<file path="config.mk">
export PLATFORM = sky130hd
export DESIGN_NAME = dht_ctrl
export DESIGN_NICKNAME = d
export VERILOG_FILES = /design/src/sv/dht_pkg.sv /design/src/sv/dht_ctrl.sv
export SDC_FILE = /design/constraint.sdc
export NUM_CORES = 1
export LEC_CHECK = 0
export BUFFER_PORTS_ARGS = -buffer_cell sky130_fd_sc_hd__buf_4
export CAP_MARGIN = 20
export CORE_MARGIN = 2
export CORE_UTILIZATION = 45
export DETAILED_ROUTE_END_ITERATION = 10
export PLACE_DENSITY = 0.76
export SETUP_SLACK_MARGIN = 0.3
export SLEW_MARGIN = 30
export SYNTH_ARGS = -nofsm -noshare
export SYNTH_HDL_FRONTEND = slang
export SYNTH_SLANG_ARGS = --single-unit
</file>
<file path="constraint.sdc">
create_clock -name i_clk -period 1.97 [get_ports i_clk]
set_clock_uncertainty 0.15 [all_clocks]
set_input_delay 0.0985 -clock i_clk [delete_from_list [all_inputs] [get_ports i_clk]]
set_output_delay 0.0985 -clock i_clk [all_outputs]
set_load 0.05 [all_outputs]
</file>
<file path="src/sv/dht_pkg.sv">
`default_nettype none
package dht_pkg;

    typedef enum logic [1:0] {
        MODE_INSERT = 2'd0,
        MODE_LOOKUP = 2'd1,
        MODE_CLEAR  = 2'd2,
        MODE_NONE   = 2'd3
    } t_mode;

    localparam logic [2:0] ST_NEW       = 3'd0;
    localparam logic [2:0] ST_REPLACED  = 3'd1;
    localparam logic [2:0] ST_FOUND     = 3'd2;
    localparam logic [2:0] ST_NOT_FOUND = 3'd3;
    localparam logic [2:0] ST_FULL      = 3'd4;
    localparam logic [2:0] ST_CLEARED   = 3'd5;

    // controller to datapath
    typedef struct packed {
        logic load;       // capture request
        logic hash_step;  // one byte of the hash
        logic hash_fin;   // final mix
        logic mod_start;  // start both remainders
        logic advance;    // move to next probe index
        logic wr_new;     // write key, hash, value, mark used
        logic wr_val;     // replace value only
        logic clr_start;  // start used-bit clearing sweep
        logic clr_step;   // clear one slot
        logic out_load;   // register result
        logic [2:0] status;
        logic give_val;
    } t_cmd;

    // datapath to controller
    typedef struct packed {
        logic mod_done;
        logic used;
        logic match;
        logic probes_done;
        logic clr_last;
        logic hash_last;
    } t_sts;

    function automatic logic [31:0] oaat_byte(input logic [31:0] h, input logic [7:0] b);
        logic [31:0] t;
        t = h + {24'd0, b};
        t = t + (t << 10);
        t = t ^ (t >> 6);
        return t;
    endfunction

    function automatic logic [31:0] oaat_final(input logic [31:0] h);
        logic [31:0] t;
        t = h + (h << 3);
        t = t ^ (t >> 11);
        t = t + (t << 15);
        return t;
    endfunction

endpackage
`default_nettype wire

</file>
<file path="src/sv/dht_ctrl.sv">
`default_nettype none
module dht_ctrl (
    input  wire logic          i_clk,
    input  wire logic          i_rst_n,
    input  wire logic          i_valid,
    input  wire logic [1:0]    i_mode,
    output logic               o_stall,
    output logic               o_valid,
    input  wire logic          i_stall,
    input  wire dht_pkg::t_sts i_sts,
    output dht_pkg::t_cmd      o_cmd
);
    typedef enum logic [3:0] {
        S_INIT, S_IDLE, S_HASH, S_FIN, S_MOD, S_WAIT, S_RD, S_CHK, S_CLR, S_OUT
    } t_state;

    t_state       r_state;
    dht_pkg::t_mode r_mode;
    logic         accept;

    assign accept  = (r_state == S_IDLE) && i_valid;
    assign o_stall = (r_state != S_IDLE);

    always_comb begin
        o_cmd = '0;
        o_cmd.status = dht_pkg::ST_NOT_FOUND;
        o_cmd.load = accept;
        case (r_state)
            S_INIT:  o_cmd.clr_step = 1'b1;
            S_HASH:  o_cmd.hash_step = 1'b1;
            S_FIN:   begin
                o_cmd.hash_fin = 1'b1;
            end
            S_MOD:   o_cmd.mod_start = 1'b1;
            S_CHK:   begin
                if (i_sts.probes_done) begin
                    o_cmd.out_load = 1'b1;
                    o_cmd.status = (r_mode == dht_pkg::MODE_INSERT) ?
                        dht_pkg::ST_FULL : dht_pkg::ST_NOT_FOUND;
                end else if (!i_sts.used) begin
                    o_cmd.out_load = 1'b1;
                    if (r_mode == dht_pkg::MODE_INSERT) begin
                        o_cmd.wr_new = 1'b1;
                        o_cmd.status = dht_pkg::ST_NEW;
                    end
                end else if (i_sts.match) begin
                    o_cmd.out_load = 1'b1;
                    if (r_mode == dht_pkg::MODE_INSERT) begin
                        o_cmd.wr_val = 1'b1;
                        o_cmd.status = dht_pkg::ST_REPLACED;
                    end else begin
                        o_cmd.status = dht_pkg::ST_FOUND;
                        o_cmd.give_val = 1'b1;
                    end
                end else begin
                    o_cmd.advance = 1'b1;
                end
            end
            S_CLR:   begin
                o_cmd.clr_step = 1'b1;
                if (i_sts.clr_last) begin
                    o_cmd.out_load = 1'b1;
                    o_cmd.status = dht_pkg::ST_CLEARED;
                end
            end
            S_IDLE:  begin
                if (accept && i_mode == dht_pkg::MODE_CLEAR) begin
                    o_cmd.clr_start = 1'b1;
                end
                if (accept && i_mode == dht_pkg::MODE_NONE) begin
                    o_cmd.out_load = 1'b1;
                end
            end
            default: ;
        endcase
    end

    always_ff @(posedge i_clk) begin
        if (!i_rst_n) begin
            r_state <= S_INIT;
            r_mode  <= dht_pkg::MODE_INSERT;
            o_valid <= 1'b0;
        end else begin
            case (r_state)
                S_INIT: if (i_sts.clr_last) r_state <= S_IDLE;
                S_IDLE: begin
                    if (accept) begin
                        r_mode <= dht_pkg::t_mode'(i_mode);
                        case (dht_pkg::t_mode'(i_mode))
                            dht_pkg::MODE_CLEAR: r_state <= S_CLR;
                            dht_pkg::MODE_NONE: begin
                                r_state <= S_OUT;
                                o_valid <= 1'b1;
                            end
                            default: r_state <= S_HASH;
                        endcase
                    end
                end
                S_HASH: if (i_sts.hash_last) r_state <= S_FIN;
                S_FIN:  r_state <= S_MOD;
                S_MOD:  r_state <= S_WAIT;
                S_WAIT: if (i_sts.mod_done) r_state <= S_RD;
                S_RD:   r_state <= S_CHK;
                S_CHK: begin
                    if (o_cmd.out_load) begin
                        r_state <= S_OUT;
                        o_valid <= 1'b1;
                    end else begin
                        r_state <= S_RD;
                    end
                end
                S_CLR: begin
                    if (i_sts.clr_last) begin
                        r_state <= S_OUT;
                        o_valid <= 1'b1;
                    end
                end
                S_OUT: begin
                    if (!i_stall) begin
                        r_state <= S_IDLE;
                        o_valid <= 1'b0;
                    end
                end
                default: r_state <= S_IDLE;
            endcase
        end
    end

`ifndef ASSERT_OFF
    a_vout: assert property (@(posedge i_clk) disable iff (!i_rst_n)
        o_valid |-> r_state == S_OUT) else $error("result valid outside output state");
    a_one_wr: assert property (@(posedge i_clk) disable iff (!i_rst_n)
        !(o_cmd.wr_new && o_cmd.wr_val)) else $error("double write");
    a_hold: assert property (@(posedge i_clk) disable iff (!i_rst_n)
        o_valid && i_stall |=> o_valid) else $error("result dropped");
`endif
endmodule
`default_nettype wire

</file>
==> metrics.cfg, run 1 <==
[status]
status = did not finish
stop_stage = global routing
error_line = [ERROR DPL-0033] detailed placement checks failed during check placement.

[synthesis]
ys_seq_elements = 7
ys.flop_type = dfxtp_1
yosysTopAreaCell = dfxtp_1
netlist_area_um2 = 647
synthArstFlopShare = 0
netlist.area_leader.share = 0.217
ys_warn_count = 0
synth_edf_count = 0
syn_area_per_cell_um2 = 7.61
ys_types = 36
synth_nets = 97
synth_top_cells_by_area = dfxtp_1, nand2_1, nand2b_1, a21oi_1, nor2_1
synth_cells = 85
ys_seq_area_frac = 0.217

[die]
fp.dieH_um = 41.9
start_util = 0.491
die_x_um = 41.9
std_cell_rows = 13
ios = 28

[placed_design]
gp_congestion = 0.825
port_buffers = 27
dp_hpwl_um = 1470

[timing]
worstEpCategory = top-level output
grt_worst_setup_endpoint = o_cmd[2]

[global_route]
antenna_found_initial = 0
grt_max_degree = 10

[clock_network]
numCtsBuffers = 3
clockBufferDepth = 2
htreeDepth = 1
root_buffer = clkbuf_4
cts.sinks = 7

kinds of logic after synthesis:
group / after synthesis / share of synthesized area
buffers and inverters: 9 / 0.0812
AND/OR/NAND/NOR: 46 / 0.453
multiplexers: 1 / 0.0155
AO/OA/AOI/OAI: 22 / 0.234
flip-flops: 7 / 0.217
per-stage QoR:
| stage | instance area (µm²) | worst slack (ps) | hold WS [ps] | instances |
|---|---|---|---|---|
| after floorplan | 778 | 102 | 63.0 | 85 |
| after global placement | 988 | 148 | 222 | 127 |
| after detailed placement | 988 | 117 | 223 | 127 |
| after CTS | 1180 | 199 | 34.7 | 144 |
synthesized netlist by cell type, types with 3 or more instances:
| cell type | number |
|---|---|
| dfxtp_1 | 7 |
| nor3_1 | 5 |
| a31oi_1 | 3 |
| nor2_1 | 7 |
| nand2b_1 | 5 |
| buf_2 | 3 |
| inv_1 | 3 |
| nand2_1 | 9 |
| a21oi_1 | 6 |
| a21boi_0 | 3 |
what timing repair did:
action                                 4_1_cts
setup buffers                               12
hold buffers                                 1
setup endpoints to repair                   13
resized for setup                           17
pin swaps                                    9
endpoints found under the hold margin        4
==> run 2, diff against run 1 <==
CORE_AREA = 2 2 63 65   (was default)
CORE_MARGIN = default   (was 2)
CORE_UTILIZATION = default   (was 45)
DIE_AREA = 0 0 65 67   (was default)
PLACE_DENSITY = default   (was 0.76)
PLACE_DENSITY_LB_ADDON = 0.15   (was default)
SETUP_SLACK_MARGIN = default   (was 0.3)
==> run 2 against run 1 <==
  * The flow now finishes without violations
  * Synthesized cell count unchanged
  * Synthesized area unchanged
==> metrics.cfg, run 2 <==
[clock_network]
clkLatencyLatePin_ps = 230
htreeDepth = 1  ; unchanged
clockBufferDepth = 2  ; unchanged
root_buffer = clkbuf_8
cts.sinks = 7  ; unchanged
numCtsBuffers = 3  ; unchanged
cts.clk_slew.worst_paths_ps = 40
cts_tree = yes

[timing]
fin_crit_sh = 0.928
rsz0062_at_grt = no
fin_tns_setup_ps = 0
tightest_slew_ps = 309
slew_violations = 0
fin_ws_ps = 143
period_needed_ps = 1830
fmax_ghz = 0.547
hold_viol = 0
setup_viol = 0
slew-limit-headroom = 0.794

[synthesis]
synth_edf_count = 0  ; unchanged
ys_seq_elements = 7  ; unchanged
synth_top_cells_by_area = dfxtp_1, nand2_1, nand2b_1, a21oi_1, nor2_1
synthArstFlopShare = 0  ; unchanged
netlist.area_leader.share = 0.217  ; unchanged
ys.flop_type = dfxtp_1
synth_nets = 97  ; unchanged
netlist_area_um2 = 647  ; unchanged
ys_warn_count = 0  ; unchanged
ys_types = 36  ; unchanged
synth_common_cells = nand2_1, dfxtp_1, nor2_1, a21oi_1
synth_cells = 85  ; unchanged
ys_seq_area_frac = 0.217  ; unchanged
syn_area_per_cell_um2 = 7.61  ; unchanged
synthMostInstantiatedCell = nand2_1
yosysTopAreaCell = dfxtp_1

[power]
power_density_mw_per_mm2 = 505
p_leak_nw = 0.434
clkPwrFrac = 0.404
switchingPower_mw = 0.169
ir_worst_vdd_mv = 0.247
seqPwrFrac = 0.309
p_int_mw = 0.355
sw_frac_of_total = 0.323
power_mw = 0.524
power_frac_comb = 0.288

[drt]
drtIter0Drc = 13
vias = 742
drtAntennaViolNets = 0
routed_via_density = 4.42
dr.pass1.iters = 4
wl_um = 2000
wl_per_cell_um = 11.9
drcViolationCount = 0

[final_layout]
layout-area-overhead-vs-synth_pct = 60.5
regMostFlops = r_state
final_common_cell = buf_4
insertedDiodeCount = 0
final_cell_mix = buf_4, nand2_1, nor2_1, a21oi_1, nand2b_1
nets = 133
drive_gt1_frac = 0.467
seqCellArea_um2 = 144
final_util = 0.288
largest_reg_flops = 4
fill_cells = 411
fin_cells = 168
multi_input_area_um2 = 498
largest_registers = r_state: 4 flops, r_mode: 2 flops, o_valid: 1 flops

[worst_hold_path]
hp-class = in -> reg

[die]
die_area_mm2 = 0.00436
start_util = 0.179  ; -0.312
core_mm2 = 0.00361
ios = 28  ; unchanged
die_x_um = 65  ; +55%
fp.dieH_um = 67  ; +60%
std_cell_rows = 22  ; +9

[critical_path]
critPathMaxFanout = 11
cp-start-kind = flip-flop
critPathKind = reg -> out
crit_required_ps = 1720
crit_path_end_kind = output pin
crit_arrival_ps = 1580

[placed_design]
detailedPlace.worstSlack_ps = 92.9  ; -24.2 ps
dp_hpwl_um = 1640  ; +11%
gp_congestion = 0.809  ; -1.9%
dp.cells = 162  ; +28%
port_buffers = 27  ; unchanged

[global_route]
grt_pass1_vias = 696
track_usage = 0.0969
grt_max_degree = 13
antenna_found_initial = 0
grt-ovfl-total = 0
grt_pass1_wl_um = 3220

[status]
status = completed

[run]
max_cap_viol_count = 0

run 2: cell counts after synthesis:
No cell type changed its count.
run 2: cells by family after synthesis:
| group | synth area share |
|---|---|
| buffers and inverters | 0.0812 |
| DFF | 0.217 |
| AOI/OAI and AO/OA | 0.234 |
| and+or+nand+nor | 0.453 |
| muxes | 0.0155 |
run 2: layer usage:
metal  share of wire  wire [µm]  global-route usage  vias to the layer above
li1                -          -                   -                      383
met1            0.46        920               0.123                      339
met2            0.48        968               0.162                       18
met3           0.052        105              0.0304                        2
met4          0.0035          7              0.0160                        0
met5               0          0                   0                        -
run 2: layout make-up:
class | count | area share
clock buffer | 4 | 0.0434
multi-input combinational | 69 | 0.480
tap | 48 | 0.0578
inverter | 3 | 0.0108
timing repair buffer | 37 | 0.270
sequential | 7 | 0.139
run 2: path summary, 6_finish.rpt:
kind | startpoint | end | cells past startpoint | slack [ps]
hold / removal | i_mode[0] | r_mode[0]$_SDFFE_PN0P_ | 3 | 20
setup / recovery | r_state[0]$_SDFFE_PN0P_ | o_cmd[2] | 5 | 140
setup reg to reg | r_state[0]$_SDFFE_PN0P_ | r_state[0]$_SDFFE_PN0P_ | 5 | 170
hold reg to reg | r_mode[1]$_SDFFE_PN0P_ | r_mode[1]$_SDFFE_PN0P_ | 2 | 340
run 2: stage by stage:
step           instance area, µm²  hold WS, ps
3_3_place_gp                  951          232
6_report                     1040         19.1
3_5_place_dp                  951          239
2_1_floorplan                 669         63.1
4_1_cts                      1020         23.6
5_1_grt                      1040         36.3
run 2: critical path, stage by stage, from the launching register on:
cell and delay, ps:
dfxtp_2 370, buf_4 200, nor4b_4 260, nand2_1 160, a21boi_1 160, buf_4 190
run 2: power by group through the flow:
stage               Sequential [mW]  Combinational, mW  Clock (mW)
floorplan                     0.158             0.0987           0
global placement              0.163              0.148           0
detailed placement            0.163              0.147           0
CTS                           0.162              0.150       0.215
global route                  0.163              0.163       0.222
finish                        0.162              0.151       0.211
run 2: what timing repair did:
item / CTS / global route
buffers inserted: 0 / 1
pin swaps: 0 / 1
endpoints found under the hold margin: 1 / 0
endpoints found under the setup margin: 6 / 3
hold buffers: 1 / 0
resized for setup: 5 / 4
No activity file was read; power rests on OpenSTA's default activity.
==> run 3, diff against run 2 <==
CTS_CLUSTER_SIZE = 25   (was default)
PLACE_DENSITY = 0.38   (was default)
PLACE_DENSITY_LB_ADDON = default   (was 0.15)
==> run 3 against run 2 <==
  * Critical path type unchanged
  * Cell area is 4.3% lower
  * Die area stayed put
  * Non-clock buffer count is 4 lower
  * Worst setup slack worse by 61 ps
  * Sequential share of layout area is 0.75 points higher
  * Core utilization is 1.2 points lower
  * Critical endpoint is now o_cmd[4]
==> metrics.cfg, run 3 (synthesis gave the netlist of run 2 again) <==
[clock_network]
htreeDepth = 1  ; unchanged
root_buffer = clkbuf_8
clockBufferDepth = 2  ; unchanged
cts_setup_buffers = 0  ; unchanged
cts_tree = yes
numCtsBuffers = 3  ; unchanged
cts.sinks = 7  ; unchanged
clkLatencyLatePin_ps = 220  ; about the same
cts.clk_slew.worst_paths_ps = 40  ; about the same

[final_layout]
regMostFlops = r_state
design_area_um2 = 993  ; -4.3%
final_cell_mix = buf_4, nand2_1, nor2_1, a21oi_1, nand2b_1
largest_reg_flops = 4  ; unchanged
largest_registers = r_state: 4 flops, r_mode: 2 flops, o_valid: 1 flops
final_common_cell = buf_4
fin_cells = 164  ; -2.4%
nets = 129  ; -3.0%
layout-area-overhead-vs-synth_pct = 53.6
drive_gt1_frac = 0.431  ; -0.0356
insertedDiodeCount = 0  ; unchanged

[power]
power_density_mw_per_mm2 = 509  ; +0.94%
ir_worst_vdd_mv = 0.143  ; -42%
p_leak_nw = 0.415  ; -4.4%

[die]
core_mm2 = 0.00361  ; unchanged
std_cell_rows = 22  ; unchanged
die_x_um = 65  ; unchanged
fp.dieH_um = 67  ; unchanged
ios = 28  ; unchanged
start_util = 0.179  ; unchanged
die_area_mm2 = 0.00436  ; unchanged

[critical_path]
crit_arrival_ps = 1640  ; +60 ps
rr_endpoint = r_state[0]$_SDFFE_PN0P_
startpoint = r_state[0]$_SDFFE_PN0P_
path_cells = nor2b_1 > nand3_1 > o221ai_1 > buf_4
slowest_delay_ps = 430  ; +60 ps
crit_path_end_kind = output pin
slowest_stage = dfxtp_2
endpoint = o_cmd[4]
ff2ff_path_depth = 5  ; unchanged
cp-start-kind = flip-flop
r2r_slack_ps = 200  ; +30 ps
critPathMaxFanout = 12  ; +1
crit_required_ps = 1720  ; about the same
critPathKind = reg -> out
regToRegStartpoint = r_state[0]$_SDFFE_PN0P_

[drt]
vias = 727  ; -2.0%
routed_via_density = 4.43  ; +0.37%
drcViolationCount = 0  ; unchanged
wl_per_cell_um = 11.8  ; -1.4%
drtIter0Drc = 36  ; +23
drtAntennaViolNets = 0  ; unchanged
dr.pass1.iters = 4  ; unchanged
wl_um = 1930  ; -3.7%

[status]
status = completed

[timing]
fin_crit_sh = 0.959  ; +0.0311
fin_ws_ps = 81.4  ; -61.2 ps
tightest_slew_ps = 312  ; +3.50 ps
hold_viol = 0  ; unchanged
setup_viol = 0  ; unchanged
rsz0062_at_grt = no
slew_violations = 0  ; unchanged
slew-limit-headroom = 0.792  ; -0.00205
period_needed_ps = 1890  ; +61.2 ps
fmax_ghz = 0.529  ; -3.2%

[placed_design]
dp.cells = 160  ; -1.2%
dp_hpwl_um = 1560  ; -5.0%
dpl_cell_area_um2 = 936  ; -1.6%
detailedPlace.worstSlack_ps = 122  ; +28.9 ps
port_buffers = 27  ; unchanged
gp_congestion = 0.764  ; -5.6%

[run]
max_cap_viol_count = 0  ; unchanged

[global_route]
grt-ovfl-total = 0  ; unchanged
track_usage = 0.0904  ; -0.00648
grt_pass1_vias = 692  ; -0.57%
antenna_found_initial = 0  ; unchanged
grt_pass1_wl_um = 3010  ; -6.6%
grt_max_degree = 13  ; unchanged

[worst_hold_path]
hp-class = in -> reg

[run 3: changes by cell type in the layout (fill, tap and decap cells not counted), sizes merged]
cell | before | now
buf | 36 | 33
dlygate4sd3 | 1 | 0
[run 3: stage by stage]
stage / util / hold WS, ps / TNS, ps / power, mW
3_5_place_dp: 0.260 / 240 / 0 / 0.304
6_report: 0.276 / 0.0528 / 0 / 0.506
5_1_grt: 0.276 / 13.7 / 0 / 0.535
3_3_place_gp: 0.260 / 240 / 0 / 0.304
4_1_cts: 0.273 / 9.23 / 0 / 0.512
2_1_floorplan: - / 63.1 / -980 / 0.256
[run 3: how the worst min path moves through the flow]
stage,startpoint,end,slack (ps),cells after the start
global placement,i_rst_n,o_valid$_SDFFE_PN0P_,240,2
detailed placement,i_rst_n,o_valid$_SDFFE_PN0P_,240,2
floorplan,i_rst_n,r_state[1]$_SDFFE_PN0P_,60,2
CTS,i_rst_n,o_valid$_SDFFE_PN0P_,9,2
global route,i_rst_n,r_state[0]$_SDFFE_PN0P_,10,2
finish,i_rst_n,o_valid$_SDFFE_PN0P_,0.05,2
[run 3: final cells by class]
type / instances / area (µm²)
Clock buffer: 4 / 45.0
Tap cell: 48 / 60.1
Timing Repair Buffer: 33 / 248
Inverter: 3 / 11.3
Fill cell: 409 / 2610
Multi-Input combinational cell: 69 / 484
Sequential cell: 7 / 145
[run 3: critical path: cells and delay by family, from the launching register on]
family          cells  cell delay (ps)
compound gates      1              310
simple gates        2              410
flops               1              430
buf+inv             1              260
[run 3: repair_timing]
action / 4_1_cts / 5_1_grt
hold buffers: 0 / 0
resized for setup: 2 / 4
setup endpoints to repair: 4 / 3
pin swaps: 0 / 0
hold endpoints to repair: 0 / 0
[run 3: metal layers]
layer	wire, µm	vias to the layer above	global-route usage
li1	-	377	-
met1	865	335	0.101
met2	977	15	0.159
met3	85	0	0.0270
met4	0	0	0.0399
met5	0	-	0
[run 3: report_power, final]
| part | leakage (nW) | switching (mW) | internal [mW] | total (mW) |
|---|---|---|---|---|
| Clock | 0.0228 | 0.0631 | 0.140 | 0.203 |
| Sequential | 0.0587 | 0.0123 | 0.150 | 0.162 |
| Combinational | 0.333 | 0.0817 | 0.0593 | 0.141 |
| Total | 0.415 | 0.157 | 0.349 | 0.506 |
==> run 4, diff against run 3 <==
--- a/config.mk
+++ b/config.mk
@@ -7,5 +7,5 @@
 export LEC_CHECK = 0
 export BUFFER_PORTS_ARGS = -buffer_cell sky130_fd_sc_hd__buf_4
-export CAP_MARGIN = 20
+export CAP_MARGIN = 10
 export CORE_AREA = 2 2 63 65
 export CTS_CLUSTER_SIZE = 25
--- a/constraint.sdc
+++ b/constraint.sdc
@@ -3,3 +3,3 @@
 set_input_delay 0.0985 -clock i_clk [delete_from_list [all_inputs] [get_ports i_clk]]
 set_output_delay 0.0985 -clock i_clk [all_outputs]
-set_load 0.05 [all_outputs]
+set_load 0.1 [all_outputs]
==> run 4 against run 3 <==
  * Highest routed layer unchanged
  * Sequential share of layout area shrank 2.0 points
  * Cell area grew 15%
  * Core utilization grew 4.2 points
  * Via count grew 6.9%
  * Critical path depth grew 1
  * Global-route usage grew 0.91 points
  * Non-clock buffer count grew 5
  * Die area is the same
==> metrics.cfg, run 4 (synthesis gave the netlist of run 2 again) <==
[timing]
fin_crit_sh = 0.949  ; -0.0101
hold_viol = 0  ; unchanged
slew-limit-headroom = 0.758  ; -0.0340
rsz0062_at_grt = no
fmax_ghz = 0.535  ; +1.1%
holdWs_ps = 1.27  ; +1.22 ps
period_needed_ps = 1870  ; -19.8 ps
setup_viol = 0  ; unchanged
slew_violations = 0  ; unchanged
fin_tns_setup_ps = 0  ; unchanged
tightest_slew_ps = 362  ; +49.7 ps

[final_layout]
final_cell_mix = buf_4, nand2_1, a21oi_1
fill_cells = 390  ; -4.6%
final_common_cell = buf_4
insertedDiodeCount = 0  ; unchanged
final_util = 0.317  ; +0.0416
largest_registers = r_state: 4 flops, r_mode: 2 flops, o_valid: 1 flops
largest_reg_flops = 4  ; unchanged
regMostFlops = r_state
nets = 134  ; +3.9%
fin_cells = 169  ; +3.0%
layout-area-overhead-vs-synth_pct = 76.8
drive_gt1_frac = 0.521  ; +0.0896

[drt]
wl_per_cell_um = 12.4  ; +5.8%
vias = 777  ; +6.9%
dr.pass1.iters = 2  ; -2
routed_via_density = 4.60  ; +3.7%
drcViolationCount = 0  ; unchanged
wl_um = 2100  ; +9.0%
drtAntennaViolNets = 0  ; unchanged
drtIter0Drc = 1  ; -97%

[die]
fp.dieH_um = 67  ; unchanged
die_area_mm2 = 0.00436  ; unchanged
ios = 28  ; unchanged
die_x_um = 65  ; unchanged
core_mm2 = 0.00361  ; unchanged
std_cell_rows = 22  ; unchanged
start_util = 0.179  ; unchanged

[power]
power_density_mw_per_mm2 = 505  ; -0.94%
p_leak_nw = 0.487  ; +17%
ir_worst_vdd_mv = 0.281  ; +96%

[clock_network]
holdBufCountCts = 0  ; unchanged
cts_tree = yes
numCtsBuffers = 3  ; unchanged
clkLatencyLatePin_ps = 230  ; about the same
cts.clk_slew.worst_paths_ps = 40  ; about the same
htreeDepth = 1  ; unchanged
root_buffer = clkbuf_8
clockBufferDepth = 2  ; unchanged
cts.sinks = 7  ; unchanged

[critical_path]
ff2ff_path_depth = 5  ; unchanged
slowest_delay_ps = 470  ; +40 ps
rr_endpoint = r_state[0]$_SDFFE_PN0P_
critPathKind = reg -> out
cp.buffers_inverters = 2  ; +1
crit_family = simple AND/OR/NAND/NOR gates
crit_arrival_ps = 1620  ; -20 ps
slowest_stage = dfxtp_2
critPathMaxFanout = 9  ; -3
crit_required_ps = 1720  ; about the same
regToRegStartpoint = r_state[2]$_SDFFE_PN0P_
crit_path_end_kind = output pin
path_cells = nand4b_1 > buf_4 > nand2b_4 > nor3_4 > buf_12
cp-start-kind = flip-flop
r2r_slack_ps = 210  ; about the same

[global_route]
antenna_found_initial = 0  ; unchanged
grt-ovfl-total = 0  ; unchanged
grt_max_degree = 15  ; +2
grt_pass1_vias = 731  ; +5.6%
track_usage = 0.0995  ; +0.00911
grt_pass1_wl_um = 3360  ; +12%

[placed_design]
port_buffers = 27  ; unchanged
dp.cells = 163  ; +1.9%
gp_congestion = 0.701  ; -8.2%
dp_hpwl_um = 1680  ; +8.2%

[run]
max_cap_viol_count = 0  ; unchanged

[worst_hold_path]
hold_depth = 2  ; unchanged
hp-class = in -> reg
worst_hold_path.endpoint = o_valid$_SDFFE_PN0P_
worstHoldStart = i_rst_n

[status]
status = completed

==> run 4: cell count changes in the layout (fill, tap and decap cells not counted), sizes merged <==
cell	previous run	this run
buf	33	38
==> run 4: what timing repair did <==
| action | in CTS | in global routing |
|---|---|---|
| buffers inserted | 0 | 2 |
| resized for setup | 1 | 7 |
| setup endpoints to repair | 1 | 7 |
| endpoints found under the hold margin | 0 | 0 |
==> run 4: worst max path at each step <==
stage | start | cells past startpoint | slack (ps) | to
4_1_cts | r_state[0]$_SDFFE_PN0P_ | 6 | 10 | o_cmd[8]
3_3_place_gp | r_state[0]$_SDFFE_PN0P_ | 5 | 220 | r_state[0]$_SDFFE_PN0P_
3_5_place_dp | r_state[0]$_SDFFE_PN0P_ | 6 | 210 | o_cmd[8]
5_1_grt | r_state[2]$_SDFFE_PN0P_ | 5 | 7 | o_cmd[7]
6_report | r_state[2]$_SDFFE_PN0P_ | 5 | 100 | o_cmd[8]
2_1_floorplan | r_state[2]$_SDFFE_PN0P_ | 4 | -440 | o_cmd[1]
==> run 4: worst register-to-register path, delay by kind of cell (launching register included) <==
kind | cells | cell delay [ps]
DFF | 1 | 470
buffers and inverters | 1 | 170
and+or+nand+nor | 1 | 110
AOI/OAI and AO/OA | 3 | 740
==> run 4: final cells by class <==
class | instances | area (µm²) | area share
flip-flops and latches | 7 | 144 | 0.126
well taps | 48 | 60.1 | 0.0525
inverters | 3 | 11.3 | 0.00985
multi-input cells | 69 | 574 | 0.502
repair buffers | 38 | 309 | 0.270
clock buffers | 4 | 45.0 | 0.0394
==> run 4: power breakdown <==
group	total, mW	switching (mW)	leakage, nW	internal, mW
logic	0.213	0.138	0.405	0.0754
clock network	0.208	0.0676	0.0228	0.141
registers	0.155	0.00662	0.0584	0.149
==> run 4: routing by layer <==
metal | up-vias | wire (µm) | GRT usage
met4 | 0 | 0 | 0.0160
li1 | 388 | - | -
met1 | 373 | 944 | 0.122
met2 | 16 | 1070 | 0.177
met3 | 0 | 84 | 0.0270
met5 | - | 0 | 0
==> run 4: metrics by stage <==
stage	cell area [µm²]	total power [mW]	setup slack, ps
floorplan	778	0.309	-441
global placement	1050	0.361	215
detailed placement	1050	0.361	210
CTS	1100	0.576	10.2
global route	1140	0.609	7.38
finish	1140	0.577	101
